## config.mk

```make
export PLATFORM = sky130hd
export DESIGN_NAME = bfir_delay_line
export DESIGN_NICKNAME = d
export VERILOG_FILES = /design/src/bfir_pkg.sv /design/src/bfir_delay_line.sv
export SDC_FILE = /design/constraint.sdc
export NUM_CORES = 1
export LEC_CHECK = 0
export BUFFER_PORTS_ARGS = -buffer_cell sky130_fd_sc_hd__buf_2
export CAP_MARGIN = 5
export CORE_ASPECT_RATIO = 2
export CORE_MARGIN = 3
export CORE_UTILIZATION = 40
export CTS_BUF_LIST = sky130_fd_sc_hd__clkbuf_2
export CTS_CLUSTER_SIZE = 14
export DETAILED_ROUTE_END_ITERATION = 12
export HOLD_SLACK_MARGIN = 0.1
export PLACE_DENSITY = 0.56
export SYNTH_ARGS = -nofsm -noshare
export SYNTH_HDL_FRONTEND = slang
export SYNTH_SLANG_ARGS = --single-unit
```

## constraint.sdc

```tcl
create_clock -name clk_i -period 4.1 [get_ports clk_i]
set_clock_uncertainty 0.05 [all_clocks]
set_input_delay 0.41 -clock clk_i [delete_from_list [all_inputs] [get_ports clk_i]]
set_output_delay 0.41 -clock clk_i [all_outputs]
set_load 0.005 [all_outputs]
```

## src/bfir_pkg.sv

```systemverilog
// ----------------------------------------------------------------------------
// bfir_pkg: shared types and constants of the banked FIR filter
// Field widths, default sizes, item codes, sequencer states and the
// request/result payload structs used across the block.
// ----------------------------------------------------------------------------
`default_nettype none

package bfir_pkg;

  // Default sizes handed to the top level
  localparam int unsigned DEF_TAPS  = 64;
  localparam int unsigned DEF_BANKS = 4;

  // Fixed field widths
  localparam int unsigned DATA_W  = 16;
  localparam int unsigned ACC_W   = 32;
  localparam int unsigned Q_SHIFT = 15;
  localparam int unsigned SEL_W   = 2;
  localparam int unsigned IDX_W   = 6;

  // Request kinds
  localparam logic OP_SAMPLE = 1'b0;
  localparam logic OP_COEF   = 1'b1;

  // Sequencer states
  typedef enum logic [1:0] {
    ST_IDLE,
    ST_MAC,
    ST_DRAIN
  } state_e;

  // Input request payload
  typedef struct packed {
    logic                     op;
    logic signed [DATA_W-1:0] sample_in;
    logic [SEL_W-1:0]         coef_bank;
    logic [IDX_W-1:0]         coef_index;
    logic signed [DATA_W-1:0] coef_value;
  } in_req_t;

  // Result payload
  typedef struct packed {
    logic signed [DATA_W-1:0] sample_out;
  } out_rsp_t;

  // Control from the sequencer to the multiply-accumulate unit
  typedef struct packed {
    logic clear;  // zero the accumulator for a new sample
    logic vld;    // operand registers hold a tap this cycle
    logic live;   // tap lies inside the filled part of the delay line
  } mac_ctrl_t;

endpackage

`default_nettype wire

```

## src/bfir_delay_line.sv

```systemverilog
// ----------------------------------------------------------------------------
// bfir_delay_line: sample delay line
// Circular buffer in a memory, newest sample at the head pointer and older
// ones at rising addresses. A fill count stands in for the reset to zero:
// taps at or beyond it have never been written.
// ----------------------------------------------------------------------------
`default_nettype none

module bfir_delay_line #(
  parameter int unsigned TAPS = bfir_pkg::DEF_TAPS
) (
  input  wire logic                                 clk_i,
  input  wire logic                                 rst_ni,
  input  wire logic                                 push_i,
  input  wire logic [bfir_pkg::DATA_W-1:0]          push_data_i,
  input  wire logic                                 step_i,
  output logic      [bfir_pkg::DATA_W-1:0]          rd_data_o,
  output logic      [$clog2(TAPS+1)-1:0]            fill_o
);
  import bfir_pkg::*;

  localparam int unsigned TAP_W = $clog2(TAPS);
  localparam int unsigned CNT_W = $clog2(TAPS+1);
  localparam logic [TAP_W-1:0] LAST = TAP_W'(TAPS - 1);

  logic [DATA_W-1:0] mem_q [TAPS];
  logic [DATA_W-1:0] rd_data_q;
  logic [TAP_W-1:0]  head_q, head_d, head_dec;
  logic [TAP_W-1:0]  rd_ptr_q, rd_ptr_d;
  logic [CNT_W-1:0]  fill_q, fill_d;

  // Pointer arithmetic with wrap at TAPS
  always_comb begin
    head_dec = (head_q == '0) ? LAST : head_q - 1'b1;
    head_d   = push_i ? head_dec : head_q;
    fill_d   = fill_q;
    if (push_i && (fill_q != CNT_W'(TAPS))) begin
      fill_d = fill_q + 1'b1;
    end
    rd_ptr_d = rd_ptr_q;
    if (push_i) begin
      rd_ptr_d = head_dec;
    end else if (step_i) begin
      rd_ptr_d = (rd_ptr_q == LAST) ? '0 : rd_ptr_q + 1'b1;
    end
  end

  // Hold pointers and fill count
  always_ff @(posedge clk_i or negedge rst_ni) begin
    if (!rst_ni) begin
      head_q   <= '0;
      rd_ptr_q <= '0;
      fill_q   <= '0;
    end else begin
      head_q   <= head_d;
      rd_ptr_q <= rd_ptr_d;
      fill_q   <= fill_d;
    end
  end

  // Store the new sample, read the tap under the read pointer
  always_ff @(posedge clk_i) begin
    if (push_i) begin
      mem_q[head_dec] <= push_data_i;
    end
    rd_data_q <= mem_q[rd_ptr_q];
  end

  assign rd_data_o = rd_data_q;
  assign fill_o    = fill_q;

endmodule

`default_nettype wire

```

==> flow_summary.toml, run 1 <==
[setup_path]
path_delay_family = "buffers and inverters"
rrSetupSlack_ps = 560
endpoint_kind = "flop"
rr_worst_depth = 6
crit_arrival_ps = 4600
path_cells = "dlygate4sd3_1 -> dlygate4sd3_1 -> buf_2 -> dlygate4sd3_1 -> inv_1 -> nor2_1 -> nand2_1 -> nor2_2"
path_depth = 8
worstSetupPathType = "input pin to flop"
crit_required_ps = 5120
rr_endpoint = "rd_data_o[1]"
crit_path_end = "mem_q[6][2]"
r2r-start = "rd_ptr_q[1]"
crit_buf_inv = 5
slowest_stage = "dlygate4sd3_1"
cpPeakStageDelay_ps = 1150
cp_common_cell = "dlygate4sd3_1"
crit_path_start_kind = "input pin"
cp_max_fo = 20
startpoint = "push_i"

[drt]
drtIter0Drc = 1778
drc = 0
antenna_left = 0
first_pass_iters = 7
wl_per_cell_um = 29.56
routed_via_density = 5.503
num_vias = 20860
wirelength_mm = 112.0

[grt]
antenna_found_initial = 10
grt_pass1_wl_mm = 159.7
grt_use_total_pct = 21.49
grt_start_max_net_pins = 84
grt_overflow_total = 0
grt_pass1_vias = 22080

[cts]
cts_buffers = 218
clock_latency_ps = 1520
post_cts_buffers = 0
cts.sinks = 1059
htree_levels = 4
root_buffer = "clkbuf_2"
tritoncts = "yes"
clk_pin_slew_ps = 120
cts_resized = 0
clock_path_buffers = 3
holdBufCountCts = 57

[floorplan]
start_util_pct = 40.26
dieArea_mm2 = 0.1059
boundaryPins = 43
fp.dieW_um = 231.6
die_h_um = 457.3
num_rows = 165
core_area_mm2 = 0.1012

[timing]
slew_headroom_pct = 29.61
setup_viol = 0
maxSlewViolCount = 0
hold_viol = 0
fmax_mhz = 279.0
fin_crit_ps = 3584
worst_slack_ps = 516.0
rsz0062_at_grt = "false"
worst_pin_slew_ps = 1052
whs_ps = 445.8
finalSetupTns_ps = 0
period_share_pct = 87.41

[power_and_ir_drop]
switchingPower_mw = 9.148
peakVddDrop_uv = 353.6
power.internal_mw = 17.75
p_clk_share_pct = 22.9
powerDensity_mw_per_mm2 = 587.1
p_seq_share_pct = 48.4
p_sw_share_pct = 34.01
p_leak_nw = 15.02
total_power_mw = 26.89
comb_power_share_pct = 28.7

[place]
dp_slack_ps = 575.9
dpl.hpwl_mm = 71.14
dpl-instance-area_mm2 = 0.04309
portBuffers = 42
globalplace.congestion = 0.9324
dp.cells = 3320

[logic_synthesis]
ys.flop_type = "edfxtp_1"
synth_common_cells = "1024 x edfxtp_1, 195 x mux4_2, 86 x mux2i_1"
ys_ff_latch = 1059
async_flop_share_pct = 1.794
seq_area_frac_synth_pct = 77.45
synth_most_common_cell = "edfxtp_1"
synth_top_area_share_pct = 75.50
netlist_instances = 1904
netlist-cell-type-count = 60
postSynthAreaPerCell_um2 = 21.39
syn_nets = 1929
yosys_warnings = 0
synth_area_mm2 = 0.04073
yosysTopAreaCell = "edfxtp_1"
synth_edf_count = 1024
synth.area.top_cells = "edfxtp_1 75%, mux4_2 11%, mux2i_1 2.1%"

[finish]
stdcell_count = 3790
fillers = 8780
fin_nets = 2286
multiInputGateArea_mm2 = 0.008526
utilization_pct = 45.28
final_layout_size_suffix_gt1_share_pct = 31.39
ff_latch_area_mm2 = 0.03156
area_growth_pct = 12.47
final_area_mm2 = 0.04581

[worst_hold_path]
hold_path_depth = 4
holdCritPathClass = "input pin to flop"
min_from = "push_data_i[6]"

[flow_run]
cap_violations = 0

[status]
status = "finished clean"
[power by group through the flow]
stage / clock (mW) / combinational (mW) / sequential (mW)
floorplan: 0 / 4.79 / 13.0
global placement: 0 / 7.70 / 13.2
detailed placement: 0 / 7.74 / 13.3
CTS: 6.39 / 7.85 / 13.0
global route: 6.91 / 8.10 / 13.1
finish: 6.15 / 7.72 / 13.0
[tightest hold or removal path: cells and delay by family]
kind     cells  cell delay (ps)
buf+inv      4             1410
[per-layer routing]
layer	track usage [%]	vias up	wire length, µm
met5	0	-	27
met4	11.81	4	6462
met3	4.133	235	5589
met2	39.35	767	61760
met1	23.07	10960	38200
li1	-	8890	-
[area by class of cell]
class / count / area share [%]
Sequential cell: 1059 / 68.89
Multi-Input combinational cell: 736 / 18.61
Timing Repair Buffer: 236 / 4.387
Tap cell: 1336 / 3.649
Clock buffer: 312 / 3.409
Clock inverter: 84 / 0.8822
Antenna cell: 17 / 0.09287
Inverter: 10 / 0.08194
[worst min path at each step]
stage / end
CTS: mem_q[11][13]
global route: mem_q[47][6]
global placement: fill_o[0]
floorplan: fill_o[0]
finish: mem_q[44][6]
detailed placement: fill_o[0]
[cell families (layout without fill, tap and decap cells)]
logic type | Yosys count | in the layout | share of synthesized area, %
DFF | 1059 | 1059 | 77.45
xor gates and xnor gates | 8 | 8 | 0.1720
buffers and inverters | 109 | 642 | 1.705
adders and majority gates | 5 | 5 | 0.1536
other | 0 | 17 | 0
AOI/OAI and AO/OA | 197 | 197 | 3.388
and+or+nand+nor | 222 | 222 | 2.826
muxes | 304 | 304 | 14.31
[sequential cells by signal (all words and copies together) (netlist names)]
name       count
fill_o         7
head_q         6
rd_ptr_q       6
mem_q       1024
rd_data_o     16
[layout by cell type, fill, tap and decap left out, types with 16 or more instances in the layout]
| cell type | count |
|---|---|
| diode_2 | 17 |
| edfxtp_1 | 1024 |
| clkinv_1 | 63 |
| clkbuf_2 | 312 |
| a211oi_1 | 37 |
| buf_4 | 132 |
| nor2_1 | 69 |
| mux4_1 | 21 |
| nand2_1 | 46 |
| mux4_2 | 195 |
| dfxtp_1 | 16 |
| mux2i_1 | 86 |
| o22ai_1 | 70 |
| buf_12 | 17 |
| nor2_2 | 18 |
| dfrtp_1 | 16 |
| dlygate4sd3_1 | 44 |
| buf_2 | 42 |
| a22oi_1 | 34 |
Power figures use the tool's default switching activity.
==> run 2: changes to the inputs <==
- CTS_BUF_LIST: sky130_fd_sc_hd__clkbuf_2 -> sky130_fd_sc_hd__clkbuf_8 sky130_fd_sc_hd__clkbuf_16
==> flow_summary.toml, run 2 (synthesis results as in run 1) <==
[drt]
drtIter0Drc = 1821
routed_via_density = 5.653
wl_per_cell_um = 30.93
antenna_left = 0
drc = 0
num_vias = 19670
first_pass_iters = 5
wirelength_mm = 107.6

[cts]
cts_resized = 0
cts_buffers = 91
clock_latency_ps = 680
cts.sinks = 1059
tritoncts = "yes"
root_buffer = "clkbuf_16"
htree_levels = 3
clock_path_buffers = 3
clk_pin_slew_ps = 70
post_cts_buffers = 0

[floorplan]
core_area_mm2 = 0.1012
die_h_um = 457.3
start_util_pct = 40.26
num_rows = 165
boundaryPins = 43
dieArea_mm2 = 0.1059
fp.dieW_um = 231.6

[power_and_ir_drop]
peakVddDrop_uv = 382.2
powerDensity_mw_per_mm2 = 627.3
p_leak_nw = 14.63

[finish]
final_cell_mix = "1024 x edfxtp_1, 195 x mux4_2, 132 x buf_4, 95 x clkbuf_16, 86 x mux2i_1"
fillers = 8569
final_common_cell = "edfxtp_1"
stdcell_count = 3479
area_growth_pct = 12.53
largest_reg_flops = 1024
final_layout_size_suffix_gt1_share_pct = 24.75
fin_nets = 2104
largest_register = "mem_q"

[setup_path]
slowest_stage = "or3_1"
cpPeakStageDelay_ps = 800
crit_arrival_ps = 3940
rr_worst_depth = 6
cp_max_fo = 29
endpoint_kind = "flop"
worstSetupPathType = "flop to flop"
path_cells = "or3_1 -> buf_4 -> o22ai_1 -> a211oi_1 -> nand2_1 -> and4_1"
crit_required_ps = 4610
crit_path_start_kind = "flop"

[worst_hold_path]
hold_path_depth = 1
holdCritPathClass = "input pin to flop"

[place]
dp.cells = 3320
portBuffers = 42
globalplace.congestion = 0.9324
dpl.hpwl_mm = 71.14

[timing]
finalSetupTns_ps = 0
rsz0062_at_grt = "false"
hold_viol = 0
worst_pin_slew_ps = 1196
maxSlewViolCount = 0
slew_headroom_pct = 20.24
whs_ps = 145.3
fin_crit_ps = 3427
fmax_mhz = 291.8
setup_viol = 0
period_share_pct = 83.58

[grt]
grt_pass1_wl_mm = 153.7
antenna_found_initial = 7
grt_overflow_total = 0
grt_start_max_net_pins = 84
grt_use_total_pct = 20.51
grt_pass1_vias = 20690

[flow_run]
cap_violations = 0

[status]
status = "finished clean"
-- run 2: cell count changes in the layout (fill, tap and decap cells not counted), sizes merged --
cell         previous run  this run
buf                   192       179
diode                  17        10
dlygate4sd3            44         2
inv                    13        36
clkbuf                312       100
clkinv                 77        17
-- run 2: area by class of cell --
cell class / instances / area, µm² / area share (%)
tap: 1336 / 1672 / 3.647
timing repair buffer: 181 / 1321 / 2.883
sequential: 1059 / 31560 / 68.85
antenna: 10 / 25.02 / 0.05460
clock inverter: 47 / 250.2 / 0.5460
multi-input combinational: 736 / 8526 / 18.60
clock buffer: 100 / 2446 / 5.337
inverter: 10 / 37.54 / 0.08190
-- run 2: repair_timing --
item | 4_1_cts | 5_1_grt
endpoints found under the setup margin | 0 | 0
endpoints found under the hold margin | 21 | 0
hold buffers | 2 | 0
-- run 2: metal layers --
| layer | global-route usage (%) | vias to the layer above | part of all wire [%] |
|---|---|---|---|
| met1 | 23.23 | 10590 | 36 |
| met4 | 9.325 | 6 | 4.9 |
| met2 | 37.96 | 584 | 55 |
| met5 | 0 | - | 0.038 |
| met3 | 2.887 | 169 | 4.3 |
| li1 | - | 8320 | - |
-- run 2: report_power, final --
group	internal (mW)	switching, mW	total [mW]
combinational	2.96	4.66	7.62
clock	4.36	3.74	8.09
sequential	12.6	0.488	13.0
-- run 2: worst max-delay path: cells and delay by family, from the launching register on --
family / cells / cell delay, ps
flops: 1 / 730
simple gates: 3 / 1540
compound gates: 2 / 560
buf+inv: 1 / 410
-- run 2: final timing paths --
| check | start | end | slack, ps |
|---|---|---|---|
| worst max-delay path | rd_ptr_q[1] | rd_data_o[1] | 670 |
| worst min-delay path | push_data_i[1] | mem_q[8][1] | 150 |
| worst max register to register | rd_ptr_q[1] | rd_data_o[1] | 670 |
| worst min register to register | fill_o[6] | fill_o[6] | 470 |
| max in group asynchronous | rst_ni | rd_ptr_q[2] | 3440 |
| min in group asynchronous | rst_ni | fill_o[1] | 180 |
-- run 2: per-stage QoR --
| step | instance area (µm²) | setup slack, ps | power [mW] | utilization [%] |
|---|---|---|---|---|
| final | 45830 | 673.1 | 28.75 | 45.31 |
| after CTS | 45810 | 584.2 | 29.06 | 45.28 |
| after global routing | 45830 | 512.0 | 29.76 | 45.30 |
| after global placement | 43090 | 556.7 | 20.94 | 42.60 |
| after floorplan | 40730 | 1172 | 17.75 | - |
| after detailed placement | 43090 | 575.9 | 21.01 | 42.60 |
