### src/bfir_pkg.sv
// ----------------------------------------------------------------------------
// bfir_pkg: shared types and constants of the banked FIR filter
// Field widths, default sizes, item codes, sequencer states and the
// request/result payload structs used across the block.
// ----------------------------------------------------------------------------
`default_nettype none

package bfir_pkg;

  // Default sizes handed to the top level
  localparam int unsigned DEF_TAPS  = 64;
  localparam int unsigned DEF_BANKS = 4;

  // Fixed field widths
  localparam int unsigned DATA_W  = 16;
  localparam int unsigned ACC_W   = 32;
  localparam int unsigned Q_SHIFT = 15;
  localparam int unsigned SEL_W   = 2;
  localparam int unsigned IDX_W   = 6;

  // Request kinds
  localparam logic OP_SAMPLE = 1'b0;
  localparam logic OP_COEF   = 1'b1;

  // Sequencer states
  typedef enum logic [1:0] {
    ST_IDLE,
    ST_MAC,
    ST_DRAIN
  } state_e;

  // Input request payload
  typedef struct packed {
    logic                     op;
    logic signed [DATA_W-1:0] sample_in;
    logic [SEL_W-1:0]         coef_bank;
    logic [IDX_W-1:0]         coef_index;
    logic signed [DATA_W-1:0] coef_value;
  } in_req_t;

  // Result payload
  typedef struct packed {
    logic signed [DATA_W-1:0] sample_out;
  } out_rsp_t;

  // Control from the sequencer to the multiply-accumulate unit
  typedef struct packed {
    logic clear;  // zero the accumulator for a new sample
    logic vld;    // operand registers hold a tap this cycle
    logic live;   // tap lies inside the filled part of the delay line
  } mac_ctrl_t;

endpackage

`default_nettype wire

### src/bfir_mac.sv
// ----------------------------------------------------------------------------
// bfir_mac: shared multiply-accumulate unit
// One 16x16 signed multiplier with a product register, followed by a
// 32-bit accumulator that wraps. Used once per tap.
// ----------------------------------------------------------------------------
`default_nettype none

module bfir_mac (
  input  wire logic                         clk_i,
  input  wire logic                         rst_ni,
  input  wire bfir_pkg::mac_ctrl_t          ctrl_i,
  input  wire logic [bfir_pkg::DATA_W-1:0]  coef_i,
  input  wire logic [bfir_pkg::DATA_W-1:0]  sample_i,
  output logic                              busy_o,
  output logic [bfir_pkg::DATA_W-1:0]       sum_o
);
  import bfir_pkg::*;

  logic signed [ACC_W-1:0] coef_ext, sample_ext, prod_d;
  logic signed [ACC_W-1:0] prod_q;
  logic                    prod_vld_q;
  logic [ACC_W-1:0]        acc_q;

  // Sign-extend both operands so the product keeps its sign
  assign coef_ext   = ACC_W'(signed'(coef_i));
  assign sample_ext = ACC_W'(signed'(sample_i));
  assign prod_d     = coef_ext * sample_ext;

  // Multiply stage; taps outside the filled region count as zero
  always_ff @(posedge clk_i) begin
    prod_q <= ctrl_i.live ? prod_d : '0;
  end

  // Accumulate stage
  always_ff @(posedge clk_i or negedge rst_ni) begin
    if (!rst_ni) begin
      prod_vld_q <= 1'b0;
      acc_q      <= '0;
    end else begin
      prod_vld_q <= ctrl_i.vld;
      if (ctrl_i.clear) begin
        acc_q <= '0;
      end else if (prod_vld_q) begin
        acc_q <= acc_q + ACC_W'(unsigned'(prod_q));
      end
    end
  end

  assign busy_o = prod_vld_q;
  assign sum_o  = acc_q[Q_SHIFT +: DATA_W];

endmodule

`default_nettype wire

### config.mk
export PLATFORM = sky130hd
export DESIGN_NAME = bfir_mac
export DESIGN_NICKNAME = d
export VERILOG_FILES = /design/src/bfir_pkg.sv /design/src/bfir_mac.sv
export SDC_FILE = /design/constraint.sdc
export NUM_CORES = 1
export LEC_CHECK = 0
export BUFFER_PORTS_ARGS = -buffer_cell sky130_fd_sc_hd__buf_2
export CAP_MARGIN = 10
export CORE_MARGIN = 2
export CORE_UTILIZATION = 35
export CTS_CLUSTER_DIAMETER = 80
export CTS_CLUSTER_SIZE = 24
export DETAILED_ROUTE_END_ITERATION = 10
export PLACE_DENSITY = 0.53
export REMOVE_ABC_BUFFERS = 1
export SYNTH_ARGS = -nofsm -noshare
export SYNTH_HDL_FRONTEND = slang
export SYNTH_SLANG_ARGS = --single-unit
### constraint.sdc
create_clock -name clk_i -period 5.6 [get_ports clk_i]
set_input_delay 0.84 -clock clk_i [delete_from_list [all_inputs] [get_ports clk_i]]
set_output_delay 0.84 -clock clk_i [all_outputs]
set_load 0.005 [all_outputs]
==> results of run 1 <==
## routing by layer
metal,routed length [um],up-vias,track usage (%),part of all wire [%]
met5,0,-,0,0
met4,588,0,3.952,1.8
met3,810,40,1.899,2.5
met2,16570,134,32.30,51
met1,14700,5104,22.66,45
li1,-,4811,-,-
## synthesized netlist by cell type (6+ instances only)
| cell type | count |
|---|---|
| and3_1 | 8 |
| a211oi_1 | 7 |
| dfrtp_1 | 32 |
| dfxtp_1 | 31 |
| and2_1 | 127 |
| a211o_1 | 6 |
| nor2b_1 | 7 |
| nand2_1 | 151 |
| a31oi_1 | 7 |
| a21o_1 | 26 |
| nor4b_1 | 7 |
| nand3_1 | 9 |
| buf_4 | 16 |
| xor2_1 | 19 |
| o21a_1 | 8 |
| nand2b_1 | 12 |
| mux2i_1 | 19 |
| nor3_1 | 11 |
| nor2_1 | 75 |
| fa_1 | 257 |
| clkbuf_1 | 42 |
| a21oi_1 | 45 |
| o21ai_0 | 17 |
| ha_1 | 110 |
| inv_1 | 298 |
| xnor2_1 | 30 |
## repair_timing
action / in CTS / in global routing
pin swaps: 57 / 82
gates resized for setup: 123 / 83
endpoints found under the setup margin: 15 / 17
cloned: 1 / 0
buffers inserted: 8 / 10
## cells by family (layout without fill, tap and decap cells)
kind of cell / count (synthesis) / count (layout) / synth area share [%]
buffers and inverters: 362 / 538 / 10.75
XOR/XNOR: 49 / 49 / 3.230
multiplexers: 21 / 21 / 1.629
adder cells (fa/ha/maj): 367 / 367 / 49.09
AND/OR/NAND/NOR: 435 / 435 / 16.50
AO/OA/AOI/OAI: 159 / 159 / 8.109
flip-flops: 63 / 63 / 10.70
## worst max path at each step
stage	startpoint	end	depth (start not counted)
global placement	sample_i[1]	prod_q[29]	23
detailed placement	sample_i[1]	prod_q[30]	20
finish	sample_i[4]	prod_q[30]	21
CTS	sample_i[10]	prod_q[30]	21
global route	coef_i[3]	prod_q[30]	21
floorplan	coef_i[15]	prod_q[30]	19
## critical path, stage by stage
cell	delay [ps]
bufbuf_16	240
and2_1	150
fa_1	540
inv_1	50
fa_2	340
fa_1	540
inv_1	50
fa_1	500
fa_1	540
inv_2	40
fa_1	510
inv_2	50
ha_4	200
a21o_1	160
a21oi_2	140
nor2b_2	70
a311oi_4	340
a21oi_4	120
o31ai_2	190
a21oi_1	110
mux2_1	320
## metrics by stage
stage / TNS, ps / setup slack (ps) / hold slack (ps) / instances
floorplan: -1861 / -340.7 / 463.0 / 1394
global placement: -10130 / -825.6 / 483.6 / 2111
detailed placement: -10600 / -855.7 / 487.9 / 2111
CTS: -1013 / -189.5 / 499.6 / 2133
global route: -3913 / -407.6 / 514.2 / 2143
finish: -1726 / -225.5 / 501.2 / 2143
## layout make-up
class / instances / area [um2] / area share [%]
timing repair buffer: 222 / 1817 / 11.12
clock buffer: 12 / 267.8 / 1.639
sequential: 63 / 1421 / 8.698
inverter: 300 / 1126 / 6.891
clock inverter: 4 / 25.02 / 0.1531
tap: 511 / 639.4 / 3.913
multi-input combinational: 1031 / 11040 / 67.59
## sequential cells by signal, indices dropped and copies added, names as in the netlist
name	count
acc_q	31
busy_o	1
prod_q	31
==> flow_metrics.env, run 1 <==
export IMPL_outcome="complete, but fails checks"
export IMPL_violations="setup timing"
export IMPL_reg2reg_from="acc_q[0]"
export IMPL_ioPinCount=54
export IMPL_grt_pass1_vias=11340
export IMPL_routed_wl_mm=32.67
export IMPL_cts_num_sinks=63
export IMPL_fin_skew_ps=5.803
export IMPL_crit_required_ps=5820
export IMPL_synth_area_leaders="fa_1 39%, ha_1 10%, inv_1 8.4%"
export IMPL_drt_initial_drc_count=355
export IMPL_placed_cell_area_mm2=0.01509
export IMPL_synth_cells=1456
export IMPL_syn_area_per_cell_um2=9.124
export IMPL_setup_ws_ps=-225.5
export IMPL_ys_ff_latch=63
export IMPL_cts_hold_fix_buffers=0
export IMPL_yosysUniqueCellTypes=71
export IMPL_holdCritStartpoint="acc_q[11]"
export IMPL_coreArea_mm2=0.03749
export IMPL_r2r_end="acc_q[30]"
export IMPL_post_route_util_pct=43.59
export IMPL_yosysTopAreaCell="fa_1"
export IMPL_die_h_um=198.8
export IMPL_hold_end="acc_q[11]"
export IMPL_tightestPinTransition_ps=979.1
export IMPL_fin_nets=2031
export IMPL_clock_insertion_delay_worst_skew_ps=330
export IMPL_crit_type="in2reg"
export IMPL_synthFlopType="dfrtp_1"
export IMPL_fin_crit_ps=5825
export IMPL_start_util_pct=35.44
export IMPL_cts_htree_levels=3
export IMPL_synth_top_area_share_pct=38.73
export IMPL_worst_ep_arrival_time_ps=6040
export IMPL_setup_viol=13
export IMPL_fillers=3731
export IMPL_dp_hpwl_mm=27.73
export IMPL_antenna_left=0
export IMPL_vias=10090
export IMPL_grt_pass1_wl_mm=55.77
export IMPL_rsz0062_at_grt="true"
export IMPL_numCtsBuffers=9
export IMPL_r2r_slack_ps=2340
export IMPL_antenna_found_initial=0
export IMPL_syn_area_mm2=0.01329
export IMPL_fmax_mhz=171.7
export IMPL_numPortBuffers=53
export IMPL_ys_warn_count=0
export IMPL_dr_pass1_iters=5
export IMPL_post_route_period_util_pct=104.0
export IMPL_place_congestion=0.8326
export IMPL_hold_path_class="reg2reg"
export IMPL_finalMaxSlewViolations=0
export IMPL_drv_cap=0
export IMPL_post_route_cell_area_mm2=0.01634
export IMPL_grt_total_usage_pct=17.76
export IMPL_wl_per_cell_um=15.24
export IMPL_path_clk_slew_ps=50
export IMPL_drive_above_1_share_pct=22.73
export IMPL_ff2ff_path_depth=10
export IMPL_synthToLayoutAreaGrowth_pct=23.00
export IMPL_grt_max_degree=41
export IMPL_dieWidth_um=198.8
export IMPL_die_area_mm2=0.03953
export IMPL_worstSetupEndpointType="flip-flop"
export IMPL_hold_viol=0
export IMPL_grt_overflow=0
export IMPL_clk_root_buffer_cell="clkbuf_16"
export IMPL_worstSetupStartpointType="input pin"
export IMPL_cts_tree="yes"
export IMPL_ys_seq_area_share_pct=10.70
export IMPL_worstHoldPathCells=1
export IMPL_post_route_drc_count=0
export IMPL_synth_edff_count=0
export IMPL_path_max_fanout=5
export IMPL_via_per_inst=4.708
export IMPL_rows=71
export IMPL_final_common_cell="inv_1"
export IMPL_maxSlewHeadroom_pct=34.49
export IMPL_cts_buffer_depth=2
export IMPL_async_reset_ff_share_pct=50.79
export IMPL_n_antenna_cell=0
export IMPL_layout_common_cells="278 x inv_1, 236 x fa_1, 157 x buf_4, 141 x nand2_1, 114 x and2_1"
Power of run 1 is not shown: default switching activity piles up to over one toggle a cycle in this logic, so the estimate is an artifact.
==> run 2, diff against run 1 <==
--- a/config.mk
+++ b/config.mk
@@ -12,6 +12,7 @@
 export CTS_CLUSTER_DIAMETER = 80
 export CTS_CLUSTER_SIZE = 24
 export DETAILED_ROUTE_END_ITERATION = 10
+export MAX_ROUTING_LAYER = met4
 export PLACE_DENSITY = 0.53
 export REMOVE_ABC_BUFFERS = 1
 export SYNTH_ARGS = -nofsm -noshare
==> flow_metrics.env, run 2 (same netlist as run 1, synthesis figures left out) <==
export IMPL_fin_crit_ps=5823
export IMPL_cts_buffer_depth=2
export IMPL_fin_nets=2031
export IMPL_place_congestion=0.8454
export IMPL_clk_root_buffer_cell="clkbuf_16"
export IMPL_path_buf_inv=5
export IMPL_r2r_slack_ps=2340
export IMPL_placed_cell_area_mm2=0.01509
export IMPL_antenna_found_initial=0
export IMPL_worst_ep_arrival_time_ps=6040
export IMPL_outcome="complete, but fails checks"
export IMPL_die_h_um=198.8
export IMPL_start_util_pct=35.44
export IMPL_routed_wl_mm=32.68
export IMPL_synthToLayoutAreaGrowth_pct=22.94
export IMPL_crit_required_ps=5820
export IMPL_n_antenna_cell=0
export IMPL_antenna_left=0
export IMPL_setup_ws_ps=-223.4
export IMPL_post_route_drc_count=0
export IMPL_drive_above_1_share_pct=22.67
export IMPL_dr_pass1_iters=4
export IMPL_vias=10100
export IMPL_cts_tree="yes"
export IMPL_numCtsBuffers=9
export IMPL_grt_pass1_wl_mm=55.79
export IMPL_tightestPinTransition_ps=982.3
export IMPL_pre_cts_ws_ps=-855.7
export IMPL_grt_total_usage_pct=18.29
export IMPL_max_stage_delay_ps=540
export IMPL_post_route_cell_area_mm2=0.01633
export IMPL_layout_common_cells="279 x inv_1, 236 x fa_1, 158 x buf_4, 141 x nand2_1, 114 x and2_1"
export IMPL_fmax_mhz=171.7
export IMPL_dp_hpwl_mm=27.73
export IMPL_setup_viol=14
export IMPL_path_max_fanout=5
export IMPL_post_route_period_util_pct=104.0
export IMPL_hold_viol=0
export IMPL_dieWidth_um=198.8
export IMPL_violations="setup timing"
export IMPL_wl_per_cell_um=15.25
export IMPL_cp_slowest_cell="fa_1"
export IMPL_crit_type="in2reg"
export IMPL_crit_top_cell="fa_1"
export IMPL_cts_htree_levels=3
export IMPL_worstSetupEndpointType="flip-flop"
export IMPL_drv_cap=0
export IMPL_rsz0062_at_grt="true"
export IMPL_grt_max_degree=41
export IMPL_worstSetupStartpointType="input pin"
export IMPL_maxSlewHeadroom_pct=34.27
export IMPL_coreArea_mm2=0.03749
export IMPL_path_cells="bufbuf_16 -> and2_1 -> fa_1 -> inv_1 -> fa_2 -> fa_1 -> inv_1 -> fa_1 -> fa_1 -> inv_2 -> fa_1 -> inv_2 -> ha_4 -> a21o_1 -> a21oi_2 -> nor2b_2 -> a311oi_4 -> a21oi_4 -> o31ai_2 -> a21oi_1 -> mux2_1"
export IMPL_path_clk_slew_ps=50
export IMPL_finalMaxSlewViolations=0
export IMPL_drt_initial_drc_count=351
export IMPL_fin_skew_ps=5.814
export IMPL_cts_num_sinks=63
export IMPL_hold_path_class="reg2reg"
export IMPL_numPortBuffers=53
export IMPL_ioPinCount=54
export IMPL_via_per_inst=4.714
export IMPL_grt_pass1_vias=11350
export IMPL_rows=71
export IMPL_fillers=3729
export IMPL_final_common_cell="inv_1"
export IMPL_clock_insertion_delay_worst_skew_ps=330
export IMPL_cp_top_family="adder cells"
export IMPL_die_area_mm2=0.03953
export IMPL_grt_overflow=0
[run 2: final timing paths]
check | from | endpoint | cells past startpoint
max reg2reg | acc_q[0] | acc_q[30] | 10
min | acc_q[11] | acc_q[11] | 1
max | sample_i[4] | prod_q[30] | 21
min reg2reg | acc_q[11] | acc_q[11] | 1
max in group asynchronous | rst_ni | acc_q[5] | 1
min in group asynchronous | rst_ni | busy_o | 1
[run 2: timing repair]
action                                  4_1_cts  5_1_grt
pin swaps                                    57       81
buffers inserted                              8       10
cloned                                        1        0
endpoints found under the setup margin       15       17
hold buffers                                  0        0
gates resized for setup                     123       79
[run 2: per-layer routing]
metal | routed length, um | GRT usage (%) | vias to the layer above
met2 | 16530 | 32.30 | 136
met1 | 14740 | 22.66 | 5111
li1 | - | - | 4812
met5 | 0 | - | -
met4 | 588 | 3.952 | 0
met3 | 824 | 1.899 | 44
[run 2: cell type report]
class                   instances  area (um2)  share of cell area [%]
multi-input cells            1031       11040                   67.62
repair buffers                222        1809                   11.08
flip-flops and latches         63        1421                   8.702
inverters                     300        1126                   6.894
well taps                     511       639.4                   3.914
clock buffers                  12       267.8                   1.639
clock inverters                 4       25.02                  0.1532
[run 2: through the flow]
step           utilization [%]  cells  setup TNS, ps  hold slack, ps
3_3_place_gp             40.24   2111         -10130           483.6
2_1_floorplan                -   1394          -1861           463.0
3_5_place_dp             40.24   2111         -10600           487.9
6_report                 43.57   2143          -1695           503.5
4_1_cts                  42.60   2133          -1013           499.6
5_1_grt                  43.57   2143          -3917           514.2
[run 2: worst register-to-register path, delay by kind of cell, from the launching register on]
family | cells | cell delay [ps]
AOI/OAI and AO/OA | 7 | 1830
adders and majority gates | 2 | 620
DFF | 1 | 380
muxes | 1 | 330
Power of run 2 is left out for the same reason.
==> run 3, diff against run 2 <==
--- a/config.mk
+++ b/config.mk
@@ -5,15 +5,15 @@
 export SDC_FILE = /design/constraint.sdc
 export NUM_CORES = 1
 export LEC_CHECK = 0
-export BUFFER_PORTS_ARGS = -buffer_cell sky130_fd_sc_hd__buf_2
 export CAP_MARGIN = 10
 export CORE_MARGIN = 2
 export CORE_UTILIZATION = 35
 export CTS_CLUSTER_DIAMETER = 80
 export CTS_CLUSTER_SIZE = 24
 export DETAILED_ROUTE_END_ITERATION = 10
+export DONT_BUFFER_PORTS = 1
 export MAX_ROUTING_LAYER = met4
-export PLACE_DENSITY = 0.53
+export PLACE_DENSITY = 0.52
 export REMOVE_ABC_BUFFERS = 1
 export SYNTH_ARGS = -nofsm -noshare
 export SYNTH_HDL_FRONTEND = slang
==> constraint.sdc (replaced) <==
create_clock -name clk_i -period 5.6 [get_ports clk_i]
set_input_delay 0.56 -clock clk_i [delete_from_list [all_inputs] [get_ports clk_i]]
set_output_delay 0.56 -clock clk_i [all_outputs]
set_load 0.005 [all_outputs]
==> flow_metrics.env, run 3 (same netlist as run 1, synthesis figures left out) <==
export IMPL_post_route_period_util_pct=96.65
export IMPL_clock_insertion_delay_worst_skew_ps=330
export IMPL_met2_length_mm=15.10
export IMPL_final_common_cell="inv_1"
export IMPL_worst_ep_arrival_time_ps=5620
export IMPL_fin_nets=1880
export IMPL_post_cts_buffers=0
export IMPL_crit_required_ps=5810
export IMPL_grt_max_degree=42
export IMPL_worstSetupStartpointType="input pin"
export IMPL_fin_skew_ps=9.633
export IMPL_met3_length_mm=1.165
export IMPL_vias=9487
export IMPL_n_antenna_cell=0
export IMPL_hold_path_class="in2async"
export IMPL_path_clk_slew_ps=60
export IMPL_grt_pass1_wl_mm=54.33
export IMPL_setup_viol=0
export IMPL_path_cells="and2_1 -> fa_1 -> inv_1 -> fa_1 -> fa_1 -> inv_1 -> fa_1 -> fa_1 -> inv_1 -> fa_1 -> inv_1 -> ha_1 -> buf_4 -> nand3_1 -> a211oi_2 -> o21ai_2 -> a211oi_2 -> buf_4 -> o31ai_2 -> buf_4 -> a31oi_1 -> xnor2_1 -> nor2_1"
export IMPL_antenna_left=0
export IMPL_cts_htree_levels=3
export IMPL_clk_root_buffer_cell="clkbuf_16"
export IMPL_place_congestion=0.8437
export IMPL_post_route_drc_count=0
export IMPL_crit_top_cell="fa_1"
export IMPL_layout_common_cells="298 x inv_1, 253 x fa_1, 151 x nand2_1, 126 x and2_1, 109 x ha_1"
export IMPL_post_route_cell_area_mm2=0.01454
export IMPL_fin_setup_tns_ps=0
export IMPL_drv_cap=0
export IMPL_max_stage_delay_ps=530
export IMPL_start_util_pct=35.44
export IMPL_numPortBuffers=0
export IMPL_grt_pass1_vias=10350
export IMPL_fmax_mhz=184.8
export IMPL_cp_slowest_cell="fa_1"
export IMPL_path_max_fanout=16
export IMPL_die_area_mm2=0.03953
export IMPL_rsz0062_at_grt="true"
export IMPL_fillers=3878
export IMPL_wl_per_cell_um=16.12
export IMPL_top_layer_used="met4"
export IMPL_die_h_um=198.8
export IMPL_coreArea_mm2=0.03749
export IMPL_fin_crit_ps=5412
export IMPL_maxSlewHeadroom_pct=29.57
export IMPL_crit_type="in2reg"
export IMPL_grt_total_usage_pct=17.76
export IMPL_dp_hpwl_mm=26.75
export IMPL_antenna_found_initial=1
export IMPL_worstSetupEndpointType="flip-flop"
export IMPL_dieWidth_um=198.8
export IMPL_met1_length_mm=15.54
export IMPL_outcome="completed"
export IMPL_drt_initial_drc_count=502
export IMPL_cts_buffer_depth=2
export IMPL_routed_wl_mm=32.11
export IMPL_grt_overflow=0
export IMPL_via_per_inst=4.763
export IMPL_finalMaxSlewViolations=0
export IMPL_dr_pass1_iters=4
export IMPL_cts_tree="yes"
export IMPL_hold_viol=0
export IMPL_tightestPinTransition_ps=1053
export IMPL_drive_above_1_share_pct=7.900
export IMPL_numCtsBuffers=9
export IMPL_rows=71
export IMPL_ioPinCount=54
export IMPL_synthToLayoutAreaGrowth_pct=9.427
export IMPL_placed_cell_area_mm2=0.01415
export IMPL_cts_num_sinks=63
==> run 3: cell types whose count changed in the layout (fill, tap and decap cells not counted), moves of 19 or more <==
cell   change
buf_4     -88
buf_2     -30
buf_6     -22
inv_1     +19
inv_2     -19
==> run 3: worst max-delay path: cells and delay by family <==
family,cells,cell delay (ps)
AO/OA/AOI/OAI,5,750
XOR/XNOR,1,140
adder cells (fa/ha/maj),7,3220
buffers and inverters,7,640
AND/OR/NAND/NOR,3,310
==> run 3: worst paths after layout <==
check / start / to / slack, ps / depth (start not counted)
max: coef_i[8] / prod_q[29] / 190 / 23
min: rst_ni / acc_q[6] / 60 / 1
max reg2reg: acc_q[0] / acc_q[30] / 2240 / 10
min reg2reg: acc_q[11] / acc_q[11] / 500 / 1
max in group asynchronous: rst_ni / busy_o / 5330 / 1
min in group clk_i: ctrl_i[1] / busy_o / 250 / 0
==> run 3: metrics by stage <==
step           utilization [%]  cells  hold slack (ps)  setup WS [ps]
2_1_floorplan                -   1394            264.4         -60.68
3_3_place_gp             37.74   1975            265.6         -290.0
3_5_place_dp             37.74   1975            265.6         -335.7
4_1_cts                  38.52   1992            66.45          10.63
5_1_grt                  38.78   1992            69.75         -15.67
6_report                 38.78   1992            59.20          187.6
==> run 3: area by class of cell <==
cell class                      count  area [um2]  area share [%]
Timing Repair Buffer               71       545.5           3.752
Clock inverter                      5       36.28          0.2496
Tap cell                          511       639.4           4.398
Sequential cell                    63        1423           9.786
Inverter                          300        1126           7.746
Multi-Input combinational cell   1031       10540           72.47
Clock buffer                       11       232.7           1.601
==> run 3: timing repair <==
item | in CTS | in global routing
hold endpoints to repair | 32 | 0
resized for setup | 0 | 24
hold buffers | 1 | 0
setup endpoints to repair | 0 | 11
==> run 3: metal layers <==
metal  vias up  GRT usage, %
met5         -             -
met1      4803         23.96
li1       4515             -
met2       147         29.59
met3        22         1.899
met4         0         2.515
Power of run 3 is left out for the same reason.
